--- config.mk ---
export PLATFORM = sky130hd
export DESIGN_NAME = bmscan_ctrl
export DESIGN_NICKNAME = d
export VERILOG_FILES = /design/src/sv/bmscan_pkg.sv /design/src/sv/bmscan_ctrl.sv
export SDC_FILE = /design/constraint.sdc
export NUM_CORES = 1
export LEC_CHECK = 0
export ABC_AREA = 1
export BUFFER_PORTS_ARGS = -buffer_cell sky130_fd_sc_hd__buf_2
export CORE_AREA = 2 2 39 41
export DETAILED_ROUTE_END_ITERATION = 10
export DIE_AREA = 0 0 41 43
export GPL_ROUTABILITY_DRIVEN = 1
export PLACE_DENSITY = 0.49
export RECOVER_POWER = 25
export SETUP_SLACK_MARGIN = 0.3
export SYNTH_ARGS = -nofsm -noshare
export SYNTH_HDL_FRONTEND = slang
export SYNTH_SLANG_ARGS = --single-unit
--- constraint.sdc ---
create_clock -name clk -period 1.8 [get_ports clk]
set_input_delay 0.36 -clock clk [delete_from_list [all_inputs] [get_ports clk]]
set_output_delay 0.36 -clock clk [all_outputs]
set_load 0.005 [all_outputs]
--- src/sv/bmscan_pkg.sv ---
// Shared types and constants for the bitmap next-set-bit scanner.
`default_nettype none

package bmscan_pkg;

    localparam int WORD_BITS = 64;
    localparam int MAP_WORDS = 64;

    localparam int OFS_W  = $clog2(WORD_BITS);
    localparam int WIDX_W = (MAP_WORDS > 1) ? $clog2(MAP_WORDS) : 1;
    localparam int POS_W  = 13;
    localparam int BIDX_W = 12;

    localparam logic [POS_W-1:0] TOTAL_BITS = POS_W'(MAP_WORDS * WORD_BITS);

    typedef enum logic [1:0] {
        OP_WRITE   = 2'd0,
        OP_RESTART = 2'd1,
        OP_ADVANCE = 2'd2
    } op_t;

    typedef struct packed {
        logic [1:0]  op;
        logic [5:0]  word_index;
        logic [63:0] word_data;
    } in_item_t;

    typedef struct packed {
        logic              found;
        logic [BIDX_W-1:0] bit_index;
    } out_item_t;

    typedef enum logic [2:0] {
        ST_IDLE,
        ST_SCAN,
        ST_COUNT,
        ST_RESULT
    } state_t;

    typedef struct packed {
        logic write_word;
        logic restart;
        logic fetch;
        logic scan_step;
        logic capture_hit;
        logic count;
        logic set_miss;
        logic load_out;
    } cmd_t;

    typedef struct packed {
        logic start_past_limit;
        logic hit;
        logic last_word;
        logic out_free;
    } status_t;

endpackage

`default_nettype wire

--- src/sv/bmscan_ctrl.sv ---
// Control state machine for the bitmap scanner.
`default_nettype none

module bmscan_ctrl
    import bmscan_pkg::*;
(
    input  wire logic    clk,
    input  wire logic    rst_n,
    input  wire logic    in_valid,
    input  wire logic    in_ready_ok,
    input  wire logic [1:0] in_op,
    input  wire status_t status,
    output logic         in_ready,
    output cmd_t         cmd
);

    state_t state_reg;
    state_t state_next;
    logic   accept;

    assign accept = in_valid && in_ready;

    always_ff @(posedge clk or negedge rst_n)
    begin
        if (!rst_n)
        begin
            state_reg <= ST_IDLE;
        end
        else
        begin
            state_reg <= state_next;
        end
    end

    always_comb
    begin
        state_next = state_reg;
        case (state_reg)
            ST_IDLE:
            begin
                if (accept && in_op == OP_ADVANCE)
                begin
                    state_next = status.start_past_limit ? ST_RESULT : ST_SCAN;
                end
            end
            ST_SCAN:
            begin
                if (status.hit)
                begin
                    state_next = ST_COUNT;
                end
                else if (status.last_word)
                begin
                    state_next = ST_RESULT;
                end
            end
            ST_COUNT:
            begin
                state_next = ST_RESULT;
            end
            ST_RESULT:
            begin
                if (status.out_free)
                begin
                    state_next = ST_IDLE;
                end
            end
            default:
            begin
                state_next = ST_IDLE;
            end
        endcase
    end

    always_comb
    begin
        cmd      = '0;
        in_ready = 1'b0;
        case (state_reg)
            ST_IDLE:
            begin
                in_ready = in_ready_ok;
                if (accept)
                begin
                    case (in_op)
                        OP_WRITE:   cmd.write_word = 1'b1;
                        OP_RESTART: cmd.restart    = 1'b1;
                        OP_ADVANCE:
                        begin
                            cmd.fetch    = !status.start_past_limit;
                            cmd.set_miss = status.start_past_limit;
                        end
                        default:    cmd = '0;
                    endcase
                end
            end
            ST_SCAN:
            begin
                if (status.hit)
                begin
                    cmd.capture_hit = 1'b1;
                end
                else if (status.last_word)
                begin
                    cmd.set_miss = 1'b1;
                end
                else
                begin
                    cmd.scan_step = 1'b1;
                end
            end
            ST_COUNT:
            begin
                cmd.count = 1'b1;
            end
            ST_RESULT:
            begin
                cmd.load_out = status.out_free;
            end
            default:
            begin
                cmd = '0;
            end
        endcase
    end

endmodule

`default_nettype wire

; ---- After elaboration in Yosys (flattened, before gate mapping)
; Cells that the tools add are included.
[word_totals]
out_inout_bits = 9
word_cells = 37
input_bits = 10
reg_bits = 3
[classes]
n_eq_ne = 8
muxes = 22
n_reduce_logical = 6
[ops]
columns = op, count
row1 = 3-bit two-way mux, 5
row2 = 3-bit one-hot mux with 4 select lines, 1
row3 = 1-bit two-way mux, 10
row4 = 8-bit two-way mux, 1
row5 = "3-bit by 2-bit equality test with 1-bit output, second input constant", 2
row6 = 1-bit one-hot mux with 2 select lines, 3
row7 = "2-bit inequality test, second input constant", 2
row8 = 2-bit one-hot mux with 2 select lines, 1
row9 = "3-bit by 1-bit equality test with 1-bit output, second input constant", 1
row10 = 3-bit zero test, 1
row11 = "3-bit inequality test, second input constant", 1
row12 = 3-bit AND reduction, 1
row13 = "2-bit by 1-bit equality test with 1-bit output, second input constant", 1
row14 = "2-bit equality test, second input constant", 1
row15 = 1-bit logical AND, 2
row16 = 2-bit zero test, 1
row17 = 2-bit two-way mux, 1
row18 = 1-bit zero test, 1

; ---- Longest topological paths before layout
; Gate-level depths: netlist of run 1.
[depth]
depth_word = 6
ltp_mapped = 8
ltp_nobuf = 8

; ---- Least setup slack after synthesis of run 1
; No wires, ideal clock.
[synth_path]
path_kind = register to output
startpoint = register state_reg[0]
endpoint = output port cmd[1] (netlist bit)
n_path_buf = 0
t_arrival_ns = 1.165
t_required_ns = 1.440
slack_ns = 0.275
path_stages_with_launch = 6
path_cell_list = dfrtp_1 -> inv_1 -> ha_1 -> nand3_2 -> or2_1 -> o21ai_2
[synth_lines]
columns = item, line_no
row1 = "start, declared", bmscan_ctrl.sv:17  ; state_t state_reg;
row2 = "start signal, assigned", bmscan_ctrl.sv:31  ; state_reg <= state_next;
row3 = "end, declared", bmscan_ctrl.sv:14  ; output cmd_t cmd

==> results of run 1 <==
per-stage QoR:
stage / util (%) / area, um2 / total power, uW / setup WS, ns / hold slack [ns]
after floorplan: - / 284 / 346 / 0.300 / 0.0644
after global placement: 29.0 / 402 / 460 / 0.160 / 0.148
after detailed placement: 29.0 / 402 / 461 / 0.111 / 0.146
after CTS: 37.0 / 512 / 702 / 0.0321 / 0.438
after global routing: 39.1 / 541 / 851 / 0.0265 / 0.467
final: 39.1 / 541 / 748 / 0.0901 / 0.449
final cells by class:
cell class | count | area (um2)
sequential | 2 | 50.0
tap | 16 | 20.0
timing repair buffer | 27 | 166
clock buffer | 3 | 22.5
inverter | 10 | 37.5
fill | 149 | 843
multi-input combinational | 32 | 244
report_power, final:
group,switching [uW],total (uW),internal (uW)
combinational,275,563,288
sequential,14.7,85.5,70.8
clock,25.3,98.9,73.5
synth_stat cells:
cell type and number:
or2_1 1, nor3_1 2, nand3_1 3, a21oi_1 2
nand2_1 11, nor2_1 5, o21bai_2 1, dfrtp_1 2
inv_1 10, ha_1 5, nand3_2 1, o21ai_2 1
cell families (layout without fill, tap and decap cells):
family,count (synthesis),count (layout),synth area share (%)
adders and majority gates,5,5,22.2
and+or+nand+nor,23,23,36.0
DFF,2,2,17.8
AOI/OAI and AO/OA,4,4,10.7
buffers and inverters,10,40,13.3
routing by layer:
| layer | vias to the layer above | GRT usage, % |
|---|---|---|
| met5 | - | 0 |
| met2 | 3 | 19.1 |
| met1 | 171 | 11.9 |
| li1 | 195 | - |
| met4 | 0 | 8.00 |
| met3 | 0 | 0 |
how the worst max path moves through the flow:
stage | endpoint | start | slack (ns)
floorplan | cmd[1] | state_reg[0] | 0.30
global placement | cmd[1] | state_reg[0] | 0.16
detailed placement | cmd[1] | state_reg[0] | 0.11
CTS | cmd[1] | state_reg[1] | 0.03
global route | cmd[1] | state_reg[0] | 0.03
finish | cmd[1] | state_reg[0] | 0.09
timing repair:
action / 4_1_cts / 5_1_grt
gates resized for setup: 8 / 6
setup buffers: 5 / 2
hold buffers: 1 / 0
pin swaps: 4 / 6
setup endpoints to repair: 6 / 10
endpoints found under the hold margin: 2 / 0
==> metrics.txt, run 1 <==
drt pass-1 iters=1; share of layout cells above drive strength 1=54.1%; first-pass GRT wire length=1340 um; placed insts=slightly below 80; final cell count without fillers=90; core area=0.00138 mm2; commonest cells after routing, fill and taps aside=buf_2 (17), nand2_1 (10), inv_1 (8); max_cap viols=0; Hold Vio Cnt, Final=0; critical path arrival=1.35 ns; Post-DRT Antenna Nets=0; top cells by area, synth=ha_1 (22%), dfrtp_1 (18%), nand2_1 (15%); RSZ-0062 raised after global routing=true; vias in the first global route=363; clk buf depth=2; clock slew at reported path FFs=0.03 ns; CP Depth=6; slowest CP cell=dfrtp_1; drt wl/cell=9.09 um; chip height=43 um; DRC=0; Layout Area Growth over Synthesis=92.0%; Die Wd=approximately 40 um; H-tree levels=1; Clock Sinks=2; Slew headroom=86.2%; Yosys top cell by area=ha_1; leakage=0.000314 uW; register-to-register setup slack=0.40 ns; Worst Path Required=1.44 ns; row count=14; final slew viol count=0; Post-Syn Area=282 um2; placer congestion estimate=0.723; initial antenna violation count=0; status=finished clean; Largest register FFs=2; Buf/Inv on CP=2; CTS tree=done; Cell Chain, Critical Path=inv_2, ha_4, nand3_4, or2_1, o21ai_2, buf_2; GR Util All Layers=between 10% and 20%; DR vias=369; initial DRC count=0; Syn Area/Cell=6.40 um2; global route overflow=0; worst-skew pair later-pin latency=0.22 ns; met3 routed WL=around 5 um; clock skew=0.00108 ns; dpl hpwl=556 um; post-synth cell types=12; DR vias/cell=a little over 4; Synth top area share=between 20 and 25%; syn nets=59; CP top delay family=flip-flops; wirelength, routed=818 um; Achievable Freq=slightly below 0.6 GHz; worst min-delay path category=in -> async; sequential area share after synthesis=17.8%; I/O pin total=19; Gate Count Post-Synth=44; Ant. Diodes=0; Max Used Layer=met3; nets=91; Final setup viols=0; Worst Reg-to-Reg Cells=10; worst-margin pin slew=0.206 ns; worst setup path class=reg -> out; clock root buffer=clkbuf_4; CP max FO=2; Metal-1 WL=304 um; maximum vdd drop=0.874 mV; pwr/cell area=1380 mW/mm2; Worst setup SP type=flop; Crit. End Element=output port; total negative slack=0 ns; Final Cycle Share=95.0%; Initial Util=20.3%; Crit path largest cell delay=0.38 ns; commonest non-fill, non-tap cell in the layout=buf_2; worst reg2reg endpoint=state_reg[0]; Tmin final=approximately 1.7 ns; YS warnings=0; R2R Path Start=state_reg[1]; metal2 WL=508 um; Port-buffer cells=18; CTS Buf Count=3; largest net degree at the start of global routing=5; Synth Register Bits=2; die area=roughly 0.0018 mm2
(Power assumes the default switching activity.)
==> run 2: changes to the inputs <==
--- a/config.mk
+++ b/config.mk
@@ -11,7 +11,6 @@
 export DETAILED_ROUTE_END_ITERATION = 10
 export DIE_AREA = 0 0 41 43
 export GPL_ROUTABILITY_DRIVEN = 1
-export PLACE_DENSITY = 0.49
 export RECOVER_POWER = 25
 export SETUP_SLACK_MARGIN = 0.3
 export SYNTH_ARGS = -nofsm -noshare
==> run 2 against run 1 <==
  * Sequential power increased by 3.4%
  * Cell count unchanged
  * Register-to-register slack about the same
  * Largest power group unchanged
  * Wire length increased by 4.0%
  * Combinational power increased by 13%
  * Core utilization increased by 2.7 points
  * Via count increased by 1.4%
  * Hold slack improved by 0.0098 ns
  * Highest routed layer is now met4
  * Die area unchanged
==> metrics.txt, run 2 (synthesis gave the netlist of run 1 again) <==
DR vias/cell=a little over 4; Post-DRT Antenna Nets=0; placed insts=78; clock root buffer=clkbuf_4; Final setup viols=0; initial DRC count=4; FILL cells=146; row count=14; PnR worst setup slack=0.0955 ns; placer congestion estimate=0.688; FF/Latch Area=50.0 um2; die area=0.00176 mm2; clock slew at reported path FFs=0.03 ns; Worst setup SP type=flop; status=finished clean; Metal-1 WL=around 310 um; wirelength, routed=approximately 850 um; GR Util All Layers=10.3%; Tmin final=about 1.7 ns; max_cap viols=0; Cell Chain, Critical Path=inv_2, ha_4, nand3_4, or2_4, o21ai_2, buf_2; Final Cell Area=578 um2; Layout Area Growth over Synthesis=105%; RSZ-0062 raised after global routing=true; global route overflow=0; Die Wd=41 um; DRC=0; worst-margin pin slew=0.187 ns; metal2 WL=474 um; drt wl/cell=9.46 um; final slew viol count=0; met3 routed WL=about 50 um; slowest CP cell=dfrtp_1; Largest register FFs=2; CTS tree=done; Clock Sinks=2; Port-buffer cells=18; clock skew=0.000136 ns; Slew headroom=87.5%; core area=0.00138 mm2; first-pass GRT wire length=around 1200 um; critical path arrival=1.34 ns; worst setup path class=reg -> out; drt pass-1 iters=4; total negative slack=0 ns; largest net degree at the start of global routing=5; leakage=0.000325 uW; dpl hpwl=551 um; CP top delay family=flip-flops; Ant. Diodes=0; vias in the first global route=335; Initial Util=20.3%; Hold Vio Cnt, Final=0; commonest non-fill, non-tap cell in the layout=buf_2; Crit. End Element=output port; I/O pin total=19; worst-skew pair later-pin latency=0.22 ns; pwr/cell area=1420 mW/mm2; Multi-input gate area=279 um2; share of layout cells above drive strength 1=a little under three fifths; nets=91; maximum vdd drop=~0.8 mV; DR vias=374; CTS Buf Count=3; Crit path largest cell delay=0.38 ns; register-to-register setup slack=between 0.3 and 0.4 ns; Worst Path Required=1.44 ns; CP max FO=2; worst min-delay path category=in -> async; Final Util=41.8%; Final Cycle Share=94.7%; Achievable Freq=~0.59 GHz; H-tree levels=1; commonest cells after routing, fill and taps aside=buf_2 (16), nand2_1 (10), inv_1 (8); Buf/Inv on CP=2; clk buf depth=2; initial antenna violation count=0; chip height=~43 um; Max Used Layer=met4; Place WS=0.118 ns; placed inst area=394 um2; final cell count without fillers=90
-- run 2: worst paths after layout --
kind	from	to	depth (start not counted)
max in group asynchronous	rst_n	state_reg[0]	2
hold / removal	rst_n	state_reg[1]	2
min in group clk	status[0]	state_reg[0]	5
setup / recovery	state_reg[0]	cmd[1]	6
hold reg to reg	state_reg[1]	state_reg[1]	3
setup reg to reg	state_reg[0]	state_reg[1]	9
-- run 2: layout make-up --
| cell class | count | share of cell area [%] |
|---|---|---|
| flip-flops and latches | 2 | 8.66 |
| clock buffers | 3 | 3.90 |
| repair buffers | 27 | 29.2 |
| multi-input cells | 32 | 48.3 |
| inverters | 10 | 6.49 |
| well taps | 16 | 3.46 |
-- run 2: timing repair --
item,in CTS,in global routing
pin swaps,4,5
resized for setup,12,7
setup buffers,6,2
endpoints found under the setup margin,7,9
hold buffers,1,0
hold endpoints to repair,2,0
-- run 2: worst reg2reg max path, cell delays in order, from the launching register on --
cell and delay, ns:
dfrtp_1 0.38, buf_4 0.14, buf_6 0.12, ha_4 0.17
nand2_4 0.08, nor2_4 0.04, nor2_1 0.16, nand2_1 0.10
nand2_1 0.06, nand2_1 0.05
-- run 2: metal layers --
layer  global-route usage [%]  vias up
met5                        0        -
met4                     10.0        0
met3                        0        2
met2                     17.2       13
met1                     10.6      163
li1                         -      196
-- run 2: where the power goes --
group	total (uW)	internal, uW	switching, uW
registers	88.4	70.9	17.5
clock network	96.8	73.4	23.5
logic	637	330	307
total	823	475	348
-- run 2: through the flow --
stage / power [uW] / hold slack (ns)
3_3_place_gp: 438 / 0.146
2_1_floorplan: 346 / 0.0644
5_1_grt: 910 / 0.473
3_5_place_dp: 445 / 0.147
4_1_cts: 722 / 0.441
6_report: 823 / 0.459
==> run 3: changes to the inputs <==
--- a/config.mk
+++ b/config.mk
@@ -5,7 +5,6 @@
 export SDC_FILE = /design/constraint.sdc
 export NUM_CORES = 1
 export LEC_CHECK = 0
-export ABC_AREA = 1
 export BUFFER_PORTS_ARGS = -buffer_cell sky130_fd_sc_hd__buf_2
 export CORE_AREA = 2 2 39 41
 export DETAILED_ROUTE_END_ITERATION = 10
==> run 3 against run 2 <==
  * Register-to-register slack got worse by 0.20 ns
  * Synthesized area fell by 4.4%
  * First-iteration DRC count rose by 25%
  * Design area rose by 3.2%
  * Non-clock buffer count rose by 1
  * Clock power rose by 1%
  * Core utilization rose by 1.4 points
  * Maximum frequency fell by 0.87%
  * Count of clock-buffer cells in the layout did not move
  * Critical path type unchanged
==> metrics.txt, run 3 <==
dpl hpwl=531 um; Comb power frac=78.9%; Initial Util=just under 20%; clock slew at reported path FFs=0.03 ns; worst-skew pair later-pin latency=about 0.22 ns; leakage=0.000288 uW; Post-synth EDFFs=0; Hold Vio Cnt, Final=0; Tmin final=1.72 ns; CP top delay family=simple AND/OR/NAND/NOR gates; max_cap viols=0; Crit. End Element=output port; wirelength, routed=841 um; Worst Path Required=between 1 and 1.5 ns; global route overflow=0; FF/Latch Area=50.0 um2; initial antenna violation count=0; FILL cells=approximately 140; commonest non-fill, non-tap cell in the layout=buf_2; cell with the most instances after synthesis=ha_1; CTS Buf Count=3; commonest cells after routing, fill and taps aside=buf_2 (17), buf_4 (7), ha_4 (4); placed insts=64; register share of total power=10.0%; worst setup path class=reg -> out; die area=between 0.0015 and 0.002 mm2; Worst Reg-to-Reg Cells=5; Achievable Freq=0.582 GHz; slowest CP cell=dfrtp_1; initial DRC count=5; post-synth cell types=16; chip height=about 43 um; nets=78; clk buf depth=2; maximum vdd drop=0.639 mV; Post-DRT Antenna Nets=0; internal power=roughly 550 uW; Cell Chain, Critical Path=inv_2, ha_4, nand3_4, nor3b_2, nor2b_2, buf_2; placer congestion estimate=around 0.8; Die Wd=between 40 and 50 um; Synth top area share=23.3%; Slew headroom=81.1%; CP Depth=6; status=finished clean; Synth Flop Type=dfrtp_1; total negative slack=0 ns; row count=14; Synth top cells by count=ha_1 (5), inv_1 (4), and2_1 (3); Largest register FFs=2; sequential area share after synthesis=18.6%; Final Cycle Share=95.5%; I/O pin total=19; CP max FO=2; pwr/cell area=1480 mW/mm2; Multi-input gate area=roughly 320 um2; final cell count without fillers=between 70 and 80; ys async rst share=100%; RSZ-0062 raised after global routing=true; Port-buffer cells=18; core area=~0.0014 mm2; Pwr Total=886 uW; DR vias/cell=~4.2; Crit path largest cell delay=0.39 ns; DRC=0; largest net degree at the start of global routing=5; clock skew=0.00320 ns; Layout Area Growth over Synthesis=122%; Final setup viols=0; Clock Sinks=2; Post-Syn Area=269 um2; switching share of power=37.7%; switching power=around 330 uW; critical path arrival=1.36 ns; Buf/Inv on CP=2; Synth Register Bits=2; clock power share=11.0%; syn nets=45; GR Util All Layers=10.5%; worst-margin pin slew=0.283 ns; Yosys top cell by area=ha_1; Gate Count Post-Synth=30; share of layout cells above drive strength 1=72.1%; clock root buffer=clkbuf_4; top cells by area, synth=ha_1 (23%), dfrtp_1 (19%), mux2_2 (8.4%); H-tree levels=1; final slew viol count=0; Hold Slack=0.462 ns; DR vias=327; vias in the first global route=between 300 and 400; drt pass-1 iters=3; drt wl/cell=10.9 um; YS warnings=0; worst min-delay path category=in -> async; Worst setup SP type=flop; Syn Area/Cell=8.97 um2; first-pass GRT wire length=1190 um; Ant. Diodes=0; CTS tree=done
==> run 3: power by group through the flow <==
stage	clock, uW	combinational (uW)	sequential, uW
after floorplan	0	239	95.8
after global placement	0	330	99.8
after detailed placement	0	328	102
after CTS	106	517	86.4
after global routing	106	752	91.1
final	97.9	700	88.7
==> run 3: timing repair <==
action                     4_1_cts  5_1_grt
hold endpoints to repair         2        0
hold buffers                     1        0
setup endpoints to repair       10       11
pin swaps                        4        4
gates resized for setup          9       10
buffers inserted                 6        3
==> run 3: final cells by class <==
type	instances	share of cell area [%]
Timing Repair Buffer	28	29.1
Tap cell	16	3.35
Sequential cell	2	8.39
Multi-Input combinational cell	24	52.8
Inverter	4	2.52
Clock buffer	3	3.77
==> run 3: layer usage <==
| layer | track usage (%) | up-vias | wire, um |
|---|---|---|---|
| li1 | - | 166 | - |
| met1 | 9.39 | 145 | 336 |
| met2 | 16.9 | 14 | 436 |
| met3 | 4.19 | 2 | 53 |
| met4 | 8.67 | 0 | 15 |
| met5 | 0 | - | 0 |
==> run 3: cell families after synthesis <==
group / Yosys count / share of synthesized area, %
AND/OR/NAND/NOR: 13 / 31.6
adder cells (fa/ha/maj): 5 / 23.3
AO/OA/AOI/OAI: 4 / 12.6
buffers and inverters: 4 / 5.58
multiplexers: 2 / 8.37
flip-flops: 2 / 18.6
==> run 3: per-stage QoR <==
| step | cell area, um2 | setup WS (ns) | utilization (%) |
|---|---|---|---|
| 2_1_floorplan | 284 | 0.320 | - |
| 3_3_place_gp | 394 | 0.150 | 28.5 |
| 3_5_place_dp | 394 | 0.132 | 28.5 |
| 4_1_cts | 507 | 0.0706 | 36.6 |
| 5_1_grt | 597 | 0.0130 | 43.1 |
| 6_report | 597 | 0.0805 | 43.1 |
==> run 3: final timing paths <==
kind | endpoint | startpoint | slack [ns]
worst max-delay path | cmd[5] | state_reg[1] | 0.08
max in group asynchronous | state_reg[0] | rst_n | 1.21
worst min-delay path | state_reg[1] | rst_n | 0.46
worst min register to register | state_reg[0] | state_reg[0] | 0.69
worst max register to register | state_reg[0] | state_reg[1] | 0.19
min in group clk | state_reg[1] | status[3] | 0.61
==> run 3: worst register-to-register path, stage by stage (launching register included) <==
cell and delay [ns]:
dfrtp_1 0.39, buf_4 0.14, buf_6 0.12, ha_4 0.16, a221oi_4 0.34, mux2_4 0.33
